## src/wdfs_pkg.sv

```systemverilog
// Shared types and constants for the wire delay filler scheduler.
package wdfs_pkg;

  typedef enum logic [3:0] {
    ST_IDLE,
    ST_MUL,
    ST_DIFF,
    ST_CLASS,
    ST_DIV,
    ST_GAP,
    ST_TAIL,
    ST_IMUL,
    ST_IACC,
    ST_DONE
  } state_t;

  localparam logic [1:0] V_SEND = 2'd0;
  localparam logic [1:0] V_FILL = 2'd1;
  localparam logic [1:0] V_DROP = 2'd2;
  localparam logic [1:0] V_IDLE = 2'd3;

  localparam logic [2:0] REG_NS_PER_BYTE = 3'd0;
  localparam logic [2:0] REG_START_TIME  = 3'd1;
  localparam logic [2:0] REG_EXTRA_DELAY = 3'd2;
  localparam logic [2:0] REG_IDLE_LEN    = 3'd3;
  localparam logic [2:0] REG_IDLE_COUNT  = 3'd4;

  localparam logic [23:0] NPB_RESET        = 24'd83886;
  localparam logic [13:0] IDLE_LEN_RESET   = 14'd9000;
  localparam logic [7:0]  IDLE_COUNT_RESET = 8'd128;

  localparam logic [13:0] WIRE_OVERHEAD = 14'd24;
  localparam logic [31:0] MIN_GAP       = 32'd88;
  localparam logic [13:0] BULK_WIRE     = 14'd9000;
  localparam logic [13:0] BULK_FRAME    = 14'd8976;
  localparam logic [31:0] SPLIT_LIMIT   = 32'd15000;
  localparam logic [31:0] CEIL_BIAS     = 32'd6001;
  localparam logic [63:0] DROP_LIMIT    = 64'd10000;
  localparam logic [31:0] GAP_SAT       = 32'hFFFF_FFFF;
  localparam logic [3:0]  DIV_LAST      = 4'd15;
  localparam logic [3:0]  MUL_LAST      = 4'd4;

endpackage

```

## src/wire_delay_filler_scheduler.sv

```systemverilog
// Top level of the wire delay filler scheduler: sequencer, shared multiplier and divider.
//
// Input channel: in_valid/in_stall with kind, arrival_ns, pkt_len. A transfer
// happens when in_valid is high and in_stall is low. Output channel:
// out_valid/out_stall with verdict, bulk_count, bulk_len, tail_first_len,
// tail_second_len, new_offset; one result per input item, in order.
// Configuration goes through the APB port, 64-bit data, register i at 8*i.
// One item at a time. A packet uses the shared 16x24 multiplier for four
// offset slices plus drain, then wire time and classification, then the
// shared radix-4 divider for the gap, and the divider once more when the
// gap needs bulk fillers (the divider then divides by 9000).
// A late or dropped packet skips the divider, and when the gap saturates
// the first division is skipped.
// The next item is taken in the cycle after the previous result enters the
// output register at the earliest.
// in_stall is high from a transfer until the result moves to the output
// register, which holds it while out_stall is high; the next item may be taken
// while a result waits, and its result waits in turn until the register frees.
// Reset clears the byte offset, the output valid and loads register defaults.
module wire_delay_filler_scheduler import wdfs_pkg::*; (
  input  logic        clk,
  input  logic        rst,
  input  logic        psel,
  input  logic        penable,
  input  logic        pwrite,
  input  logic [5:0]  paddr,
  input  logic [63:0] pwdata,
  output logic [63:0] prdata,
  output logic        pready,
  input  logic        in_valid,
  output logic        in_stall,
  input  logic        kind,
  input  logic [63:0] arrival_ns,
  input  logic [13:0] pkt_len,
  output logic        out_valid,
  input  logic        out_stall,
  output logic [1:0]  verdict,
  output logic [18:0] bulk_count,
  output logic [13:0] bulk_len,
  output logic [13:0] tail_first_len,
  output logic [13:0] tail_second_len,
  output logic [63:0] new_offset
);

  logic [23:0] ns_per_byte_q20;
  logic [63:0] start_time_ns;
  logic [39:0] extra_delay_ns;
  logic [13:0] idle_frame_len;
  logic [7:0]  idle_frame_count;
  logic [63:0] byte_offset;

  state_t      state, state_next;
  logic [3:0]  cnt;
  logic [63:0] arrival;
  logic [13:0] plen;
  logic [39:0] prod;
  logic [87:0] acc;
  logic [63:0] diff;
  logic [31:0] gap;
  logic [23:0] rem;
  logic [31:0] quo;
  logic [23:0] den;
  logic        div_bulk;
  logic [13:0] rr;
  logic [1:0]  w_verdict;
  logic [18:0] w_bulk;
  logic [13:0] w_blen;
  logic [13:0] w_t1;
  logic [13:0] w_t2;
  logic [63:0] w_off;

  logic        cfg_wr;
  logic [15:0] mul_a;
  logic [23:0] mul_b;
  logic [24:0] r2a, r2b;
  logic        ge_a, ge_b;
  logic [23:0] ra, rb;
  logic [31:0] quo_next;
  logic [63:0] wire_ns;
  logic        gap_sat;
  logic        load_out;
  logic [63:0] off_pkt;
  logic [12:0] rr_half;

  assign pready = 1'b1;
  assign cfg_wr = psel & penable & pwrite;

  always_ff @(posedge clk) begin
    if (rst) begin
      ns_per_byte_q20  <= NPB_RESET;
      start_time_ns    <= '0;
      extra_delay_ns   <= '0;
      idle_frame_len   <= IDLE_LEN_RESET;
      idle_frame_count <= IDLE_COUNT_RESET;
    end else if (cfg_wr) begin
      unique case (paddr[5:3])
        REG_NS_PER_BYTE: ns_per_byte_q20  <= pwdata[23:0];
        REG_START_TIME:  start_time_ns    <= pwdata;
        REG_EXTRA_DELAY: extra_delay_ns   <= pwdata[39:0];
        REG_IDLE_LEN:    idle_frame_len   <= pwdata[13:0];
        REG_IDLE_COUNT:  idle_frame_count <= pwdata[7:0];
        default: ;
      endcase
    end
  end

  always_comb begin
    unique case (paddr[5:3])
      REG_NS_PER_BYTE: prdata = {40'b0, ns_per_byte_q20};
      REG_START_TIME:  prdata = start_time_ns;
      REG_EXTRA_DELAY: prdata = {24'b0, extra_delay_ns};
      REG_IDLE_LEN:    prdata = {50'b0, idle_frame_len};
      REG_IDLE_COUNT:  prdata = {56'b0, idle_frame_count};
      default:         prdata = '0;
    endcase
  end

  // shared multiplier operands
  always_comb begin
    if (state == ST_IMUL) begin
      mul_a = {8'b0, idle_frame_count};
      mul_b = {9'b0, {1'b0, idle_frame_len} + {1'b0, WIRE_OVERHEAD}};
    end else begin
      unique case (cnt[1:0])
        2'd0:    mul_a = byte_offset[63:48];
        2'd1:    mul_a = byte_offset[47:32];
        2'd2:    mul_a = byte_offset[31:16];
        default: mul_a = byte_offset[15:0];
      endcase
      mul_b = ns_per_byte_q20;
    end
  end

  // shared divider, two quotient bits per cycle
  always_comb begin
    r2a      = {rem, quo[31]};
    ge_a     = r2a >= {1'b0, den};
    ra       = ge_a ? 24'(r2a - {1'b0, den}) : r2a[23:0];
    r2b      = {ra, quo[30]};
    ge_b     = r2b >= {1'b0, den};
    rb       = ge_b ? 24'(r2b - {1'b0, den}) : r2b[23:0];
    quo_next = {quo[29:0], ge_a, ge_b};
  end

  assign wire_ns = start_time_ns + acc[83:20];
  assign gap_sat = (diff[63:40] != '0) || (diff[39:0] >= {4'b0, ns_per_byte_q20, 12'b0});
  assign off_pkt = byte_offset + {50'b0, plen} + {50'b0, WIRE_OVERHEAD};
  assign rr_half = rr[13:1];
  assign load_out = (state == ST_DONE) && (!out_valid || !out_stall);

  always_ff @(posedge clk) begin
    if (rst) begin
      state <= ST_IDLE;
    end else begin
      state <= state_next;
    end
  end

  always_comb begin
    state_next = state;
    in_stall   = 1'b1;
    unique case (state)
      ST_IDLE: begin
        in_stall = 1'b0;
        if (in_valid) begin
          state_next = kind ? ST_IMUL : ST_MUL;
        end
      end
      ST_MUL: begin
        if (cnt == MUL_LAST) begin
          state_next = ST_DIFF;
        end
      end
      ST_DIFF: state_next = ST_CLASS;
      ST_CLASS: begin
        if (diff[63]) begin
          state_next = ST_DONE;
        end else if (gap_sat) begin
          state_next = ST_GAP;
        end else begin
          state_next = ST_DIV;
        end
      end
      ST_DIV: begin
        if (cnt == DIV_LAST) begin
          state_next = div_bulk ? ST_TAIL : ST_GAP;
        end
      end
      ST_GAP: begin
        if (gap < MIN_GAP) begin
          state_next = ST_DONE;
        end else if (gap > SPLIT_LIMIT) begin
          state_next = ST_DIV;
        end else begin
          state_next = ST_TAIL;
        end
      end
      ST_TAIL: state_next = ST_DONE;
      ST_IMUL: state_next = ST_IACC;
      ST_IACC: state_next = ST_DONE;
      ST_DONE: begin
        if (!out_valid || !out_stall) begin
          state_next = ST_IDLE;
        end
      end
      default: state_next = ST_IDLE;
    endcase
  end

  always_ff @(posedge clk) begin
    prod <= mul_a * mul_b;
    unique case (state)
      ST_IDLE: begin
        cnt       <= '0;
        acc       <= '0;
        arrival   <= arrival_ns;
        plen      <= pkt_len;
        w_verdict <= V_SEND;
        w_bulk    <= '0;
        w_blen    <= '0;
        w_t1      <= '0;
        w_t2      <= '0;
      end
      ST_MUL: begin
        cnt <= cnt + 4'd1;
        if (cnt != '0) begin
          acc <= {acc[71:0], 16'b0} + {48'b0, prod};
        end
      end
      ST_DIFF: begin
        diff <= arrival + {24'b0, extra_delay_ns} - wire_ns;
      end
      ST_CLASS: begin
        cnt      <= '0;
        den      <= ns_per_byte_q20;
        rem      <= diff[35:12];
        quo      <= {diff[11:0], 20'b0};
        div_bulk <= 1'b0;
        gap      <= GAP_SAT;
        if (diff[63]) begin
          if ($signed(diff) < -$signed(DROP_LIMIT)) begin
            w_verdict <= V_DROP;
            w_off     <= byte_offset;
          end else begin
            w_verdict <= V_SEND;
            w_off     <= off_pkt;
          end
        end
      end
      ST_DIV: begin
        cnt <= cnt + 4'd1;
        rem <= rb;
        quo <= quo_next;
        if (cnt == DIV_LAST) begin
          if (div_bulk) begin
            w_bulk <= quo_next[18:0];
            w_blen <= BULK_FRAME;
            rr     <= 14'({8'b0, rb} + CEIL_BIAS);
          end else begin
            gap <= quo_next;
          end
        end
      end
      ST_GAP: begin
        cnt      <= '0;
        den      <= {10'b0, BULK_WIRE};
        rem      <= '0;
        quo      <= gap - CEIL_BIAS;
        div_bulk <= 1'b1;
        rr       <= gap[13:0];
        if (gap < MIN_GAP) begin
          w_verdict <= V_SEND;
          w_off     <= off_pkt;
        end else begin
          w_verdict <= V_FILL;
          w_off     <= off_pkt + {32'b0, gap};
        end
      end
      ST_TAIL: begin
        if (rr <= BULK_WIRE) begin
          w_t1 <= rr - WIRE_OVERHEAD;
          w_t2 <= '0;
        end else begin
          w_t1 <= {1'b0, rr_half} - WIRE_OVERHEAD;
          w_t2 <= {1'b0, rr_half} + {13'b0, rr[0]} - WIRE_OVERHEAD;
        end
      end
      ST_IMUL: ;
      ST_IACC: begin
        w_verdict <= V_IDLE;
        w_bulk    <= {11'b0, idle_frame_count};
        w_blen    <= idle_frame_len;
        w_off     <= byte_offset + {24'b0, prod};
      end
      ST_DONE: ;
      default: ;
    endcase
  end

  always_ff @(posedge clk) begin
    if (rst) begin
      byte_offset <= '0;
      out_valid   <= 1'b0;
    end else if (load_out) begin
      byte_offset <= w_off;
      out_valid   <= 1'b1;
    end else if (out_valid && !out_stall) begin
      out_valid <= 1'b0;
    end
  end

  always_ff @(posedge clk) begin
    if (load_out) begin
      verdict         <= w_verdict;
      bulk_count      <= w_bulk;
      bulk_len        <= w_blen;
      tail_first_len  <= w_t1;
      tail_second_len <= w_t2;
      new_offset      <= w_off;
    end
  end

  a_busy_after_transfer: assert property (@(posedge clk) disable iff (rst)
    in_valid && !in_stall |=> in_stall)
    else $error("input taken while an item is in flight");

  a_div_rem_bound: assert property (@(posedge clk) disable iff (rst)
    state == ST_DIV |-> rem < den)
    else $error("divider remainder out of range");

  a_send_no_fill: assert property (@(posedge clk) disable iff (rst)
    out_valid && (verdict == V_SEND || verdict == V_DROP) |->
      bulk_count == '0 && tail_first_len == '0 && tail_second_len == '0)
    else $error("filler fields set on unfilled verdict");

  a_offset_tracks_output: assert property (@(posedge clk) disable iff (rst)
    out_valid |-> new_offset == byte_offset)
    else $error("byte offset differs from reported offset");

endmodule
```

## config.mk

```make
export PLATFORM = sky130hd
export DESIGN_NAME = wire_delay_filler_scheduler
export DESIGN_NICKNAME = d
export VERILOG_FILES = /design/src/wdfs_pkg.sv /design/src/wire_delay_filler_scheduler.sv
export SDC_FILE = /design/constraint.sdc
export NUM_CORES = 2
export LEC_CHECK = 0
export ABC_AREA = 1
export BUFFER_PORTS_ARGS = -buffer_cell sky130_fd_sc_hd__buf_2
export CORE_MARGIN = 1.5
export CORE_UTILIZATION = 42
export DETAILED_ROUTE_END_ITERATION = 16
export MAX_ROUTING_LAYER = met4
export PLACE_DENSITY_LB_ADDON = 0.2
export SYNTH_ARGS = -nofsm -noshare
export SYNTH_HDL_FRONTEND = slang
export SYNTH_SLANG_ARGS = --single-unit
```

## constraint.sdc

```tcl
create_clock -name clk -period 24 [get_ports clk]
set_input_delay 0 -clock clk [delete_from_list [all_inputs] [get_ports clk]]
set_output_delay 0 -clock clk [all_outputs]
set_load 0.01 [all_outputs]
```

==> report_table.html <==
<table>
<tr><th>Metric</th><th>Value</th></tr>
<tr><th colspan="2">Outcome</th></tr>
<tr><td>Outcome</td><td>finished, final reports clean</td></tr>
<tr><th colspan="2">Yosys</th></tr>
<tr><td>Asr flop ratio synth</td><td>0%</td></tr>
<tr><td>Adder-cell area share of the yosys netlist</td><td>19.9%</td></tr>
<tr><td>Proportion of synthesized chip area in sequential cells</td><td>35.0%</td></tr>
<tr><td>EDFF count, synth</td><td>611</td></tr>
<tr><td>Distinct cell type count after synthesis</td><td>80</td></tr>
<tr><td>Synthesized-area fraction occupied by ao, oa, aoi and oai cells</td><td>13.8%</td></tr>
<tr><td>Post-Synthesis Net Count</td><td>9205</td></tr>
<tr><td>Yosys reg bits</td><td>870</td></tr>
<tr><td>Summed instance area of the synthesized netlist</td><td>0.0673 sq mm</td></tr>
<tr><td>Mean post-synth cell area</td><td>8.18 sq um</td></tr>
<tr><td>Yosys warning total</td><td>0</td></tr>
<tr><td>Post-synthesis mux area share</td><td>0%</td></tr>
<tr><td>Dominant combinational cell family by area after synthesis</td><td>adder cells</td></tr>
<tr><td>Synth Area in XOR/XNOR</td><td>3.09%</td></tr>
<tr><td>Number of cells produced by synthesis</td><td>8227</td></tr>
<tr><td>Area share of and/or/nand/nor cells after synthesis</td><td>19.2%</td></tr>
<tr><td>Most used flip-flop cell after synthesis</td><td>edfxtp_1</td></tr>
<tr><th colspan="2">Clock tree</th></tr>
<tr><td>Clk_lat worst skew</td><td>0.77 ns</td></tr>
<tr><td>Post-CTS Setup Inserts</td><td>0</td></tr>
<tr><td>Total CTS buffers</td><td>103</td></tr>
<tr><td>Maximum clock path buffer count</td><td>3</td></tr>
<tr><td>Clk slew on worst S/H paths</td><td>0.06 ns</td></tr>
<tr><td>Root cell of the clock tree</td><td>clkbuf_16</td></tr>
<tr><td>Clock tree from TritonCTS</td><td>built</td></tr>
<tr><td>Max H-tree Level</td><td>3</td></tr>
<tr><td>Number of clock sinks</td><td>870</td></tr>
<tr><th colspan="2">Critical path</th></tr>
<tr><td>Critical path launch point type</td><td>register</td></tr>
<tr><td>Kind of critical path</td><td>register to register</td></tr>
<tr><td>Endpoint type of the worst setup path</td><td>register</td></tr>
<tr><td>Critical Path Max Stage Delay</td><td>0.85 ns</td></tr>
<tr><td>Largest driver fanout on the critical path</td><td>36</td></tr>
<tr><td>Slowest stage cell on the critical path</td><td>o21ai_1</td></tr>
<tr><td>Crit path DAT</td><td>10.03 ns</td></tr>
<tr><td>Most frequent cell on the critical path</td><td>fa_1</td></tr>
<tr><td>Critical path data required time</td><td>24.67 ns</td></tr>
<tr><th colspan="2">Timing</th></tr>
<tr><td>Setup clock skew after layout</td><td>0.0359 ns</td></tr>
<tr><td>Share of the clock period used by the worst path</td><td>39.0%</td></tr>
<tr><td>Hold Fails Final Rpt</td><td>0</td></tr>
<tr><td>Setup total negative slack</td><td>0 ns</td></tr>
<tr><td>Worst-Margin Slew</td><td>1.24 ns</td></tr>
<tr><td>RSZ-0062 raised after global routing</td><td>no</td></tr>
<tr><td>Setup-violating endpoint count in the final report</td><td>0</td></tr>
<tr><td>Final critical-path setup slack</td><td>14.63 ns</td></tr>
<tr><td>Maximum clock frequency</td><td>107 MHz</td></tr>
<tr><td>Slew Viols, Final</td><td>0</td></tr>
<tr><td>Post-layout minimum cycle time</td><td>9.37 ns</td></tr>
<tr><td>Rel. slew slack</td><td>17.1%</td></tr>
<tr><th colspan="2">Die</th></tr>
<tr><td>Die Footprint</td><td>0.163 sq mm</td></tr>
<tr><td>Core Footprint</td><td>0.159 sq mm</td></tr>
<tr><td>Count of pins on the block boundary</td><td>350</td></tr>
<tr><td>Overall die width</td><td>403 um</td></tr>
<tr><td>Initial standard-cell utilization of the core</td><td>42.4%</td></tr>
<tr><td>Die Height</td><td>403 um</td></tr>
<tr><td>Num rows</td><td>146</td></tr>
<tr><th colspan="2">Flow run</th></tr>
<tr><td>Count of max-cap constraint violations</td><td>0</td></tr>
<tr><th colspan="2">Route</th></tr>
<tr><td>Final WL</td><td>270000 um</td></tr>
<tr><td>Detailed router's first-iteration violation count</td><td>6465</td></tr>
<tr><td>Ratio of routed vias to standard cells</td><td>5.60</td></tr>
<tr><td>First-pass DRT Iterations</td><td>9</td></tr>
<tr><td>Via count</td><td>61100</td></tr>
<tr><td>Met3 wire length</td><td>24000 um</td></tr>
<tr><td>Uppermost routed layer</td><td>met4</td></tr>
<tr><td>Post-route met1 wirelength</td><td>115000 um</td></tr>
<tr><td>Antenna Violating Nets Remaining</td><td>0</td></tr>
<tr><td>Wire length on met2</td><td>119000 um</td></tr>
<tr><td>DRC violations left</td><td>0</td></tr>
<tr><td>Routed wire per std cell</td><td>24.7 um</td></tr>
<tr><th colspan="2">Min path</th></tr>
<tr><td>Class of the worst hold path</td><td>input port to register</td></tr>
<tr><th colspan="2">Cells and area</th></tr>
<tr><td>Filler cell count</td><td>15400</td></tr>
<tr><td>Number of nets in the finished design</td><td>9722</td></tr>
<tr><td>Share of cells above drive strength 1</td><td>8.77%</td></tr>
<tr><td>Area overhead of the layout relative to synthesis</td><td>14.8%</td></tr>
<tr><td>Most common library cell in the layout ignoring fill and taps</td><td>nand2_1</td></tr>
<tr><td>Area of all sequential standard cells</td><td>0.0235 sq mm</td></tr>
<tr><td>Area of the multi-input gates</td><td>0.0378 sq mm</td></tr>
<tr><td>Commonest cells after routing, fill and taps aside</td><td>nand2_1, inv_1, nor2_1, a21oi_1, edfxtp_1</td></tr>
<tr><th colspan="2">Placed design</th></tr>
<tr><td>Minimum setup slack after placement</td><td>14.86 ns</td></tr>
<tr><td>Count of buffers inserted at the top-level ports</td><td>345</td></tr>
<tr><td>GP Congestion</td><td>1.03</td></tr>
<tr><td>Detailed Place HPWL</td><td>216000 um</td></tr>
<tr><th colspan="2">Pwr</th></tr>
<tr><td>Power density of the placed cells</td><td>161 mW/mm^2</td></tr>
<tr><td>Leakage power of the design</td><td>0.0340 uW</td></tr>
<tr><td>Worst vdd rail ir drop</td><td>140 uV</td></tr>
<tr><th colspan="2">GRT</th></tr>
<tr><td>Via count of the first global-routing pass</td><td>59000</td></tr>
<tr><td>First-pass GRT wire length</td><td>392000 um</td></tr>
<tr><td>Largest net degree at the start of global routing</td><td>134</td></tr>
<tr><td>Initial antenna violation count</td><td>16</td></tr>
<tr><td>Global-route usage over all layers</td><td>33.8%</td></tr>
<tr><td>Grt total ovfl</td><td>0</td></tr>
</table>
## layer usage
layer | vias up | track usage [%]
met5 | - | -
met4 | 0 | 13.7
met3 | 458 | 6.50
met2 | 2703 | 50.9
met1 | 29700 | 44.7
li1 | 28300 | -
## cells by family after synthesis
kind of cell	Yosys count
flops	870
fa+ha+maj	822
simple gates	3044
compound gates	1654
buf+inv	1602
other cells	2
xor+xnor	233
## power by group
part           internal [uW]  leakage (uW)  switching, uW
registers               2410       0.00790            378
logic                   2580        0.0243           5400
clock network            990       0.00178            714
## final timing paths
| kind | start | endpoint | slack, ns | depth (start not counted) |
|---|---|---|---|---|
| min reg2reg | w_t1[6]$_SDFFCE_PP0P_ | tail_first_len[6]$_DFFE_PP_ | 0.41 | 0 |
| max reg2reg | state[2]$_SDFFE_PP0P_ | prod[36]$_DFF_P_ | 14.63 | 31 |
| min | pkt_len[8] | plen[8]$_DFFE_PP_ | 0.05 | 2 |
| max | state[2]$_SDFFE_PP0P_ | prod[36]$_DFF_P_ | 14.63 | 31 |
## critical path, delay by kind of cell (launching register included)
family                   cells  cell delay (ns)
buffers and inverters        9             2.00
flip-flops                   1             0.35
adder cells (fa/ha/maj)      7             3.49
AO/OA/AOI/OAI                4             1.56
AND/OR/NAND/NOR             10             1.66
XOR/XNOR                     1             0.16
## synth_stat cells, drive strengths merged (3+ instances only)
cell	n	area share, %
a211oi	7	0.078
a21boi	18	0.22
a21o	16	0.18
a21oi	644	4.8
a221oi	14	0.18
a31o	6	0.078
a31oi	60	0.56
and2	3	0.028
and3	4	0.037
buf	37	0.29
clkbuf	185	1.0
clkinv	23	0.13
dfxtp	259	7.7
edfxtp	611	27
fa	415	12
ha	407	7.6
inv	1357	7.6
nand2	1493	8.5
nand3	320	2.4
nand3b	9	0.10
nand4	114	1.1
nor2	889	5.1
nor3	124	1.0
nor3b	13	0.15
nor4	44	0.43
o2111ai	15	0.20
o211ai	67	0.75
o21a	32	0.36
o21ai	647	4.8
o21bai	20	0.25
o221a	3	0.050
o221ai	53	0.69
o22ai	27	0.26
o31ai	7	0.078
o32ai	3	0.039
o41ai	3	0.039
or2	28	0.26
xnor2	70	0.91
xor2	163	2.2
## sequential cells by signal, summed over array words and instances, names as in the netlist, 24 cells and up
name             flops
acc                 84
arrival             64
byte_offset         64
diff                64
new_offset          64
start_time_ns       64
w_off               64
extra_delay_ns      40
prod                40
gap                 32
quo                 32
den                 24
ns_per_byte_q20     24
rem                 24
## stage by stage
step | hold WS [ns] | total power [uW] | area, sq um | std cells | util (%)
after floorplan | 0.0989 | 8050 | 67300 | 8227 | -
after global placement | 0.180 | 10600 | 71400 | 10500 | 45.0
after detailed placement | 0.178 | 10700 | 71400 | 10500 | 45.0
after CTS | 0.00160 | 12400 | 77200 | 10900 | 48.7
after global routing | 0.0314 | 13500 | 77300 | 10900 | 48.7
final | 0.0512 | 12500 | 77300 | 10900 | 48.7
## timing repair
item                      CTS  global route
gates resized for setup     0             0
hold endpoints to repair  233             0
hold buffers              218             0
## cell type report
type | instances | share of cell area, %
flip-flops and latches | 870 | 30.5
well taps | 2072 | 3.36
multi-input cells | 5755 | 48.9
clock inverters | 66 | 1.10
clock buffers | 130 | 3.64
repair buffers | 634 | 5.77
inverters | 1380 | 6.72
diodes | 13 | 0.0421
No activity file was read; power rests on OpenSTA's default activity.
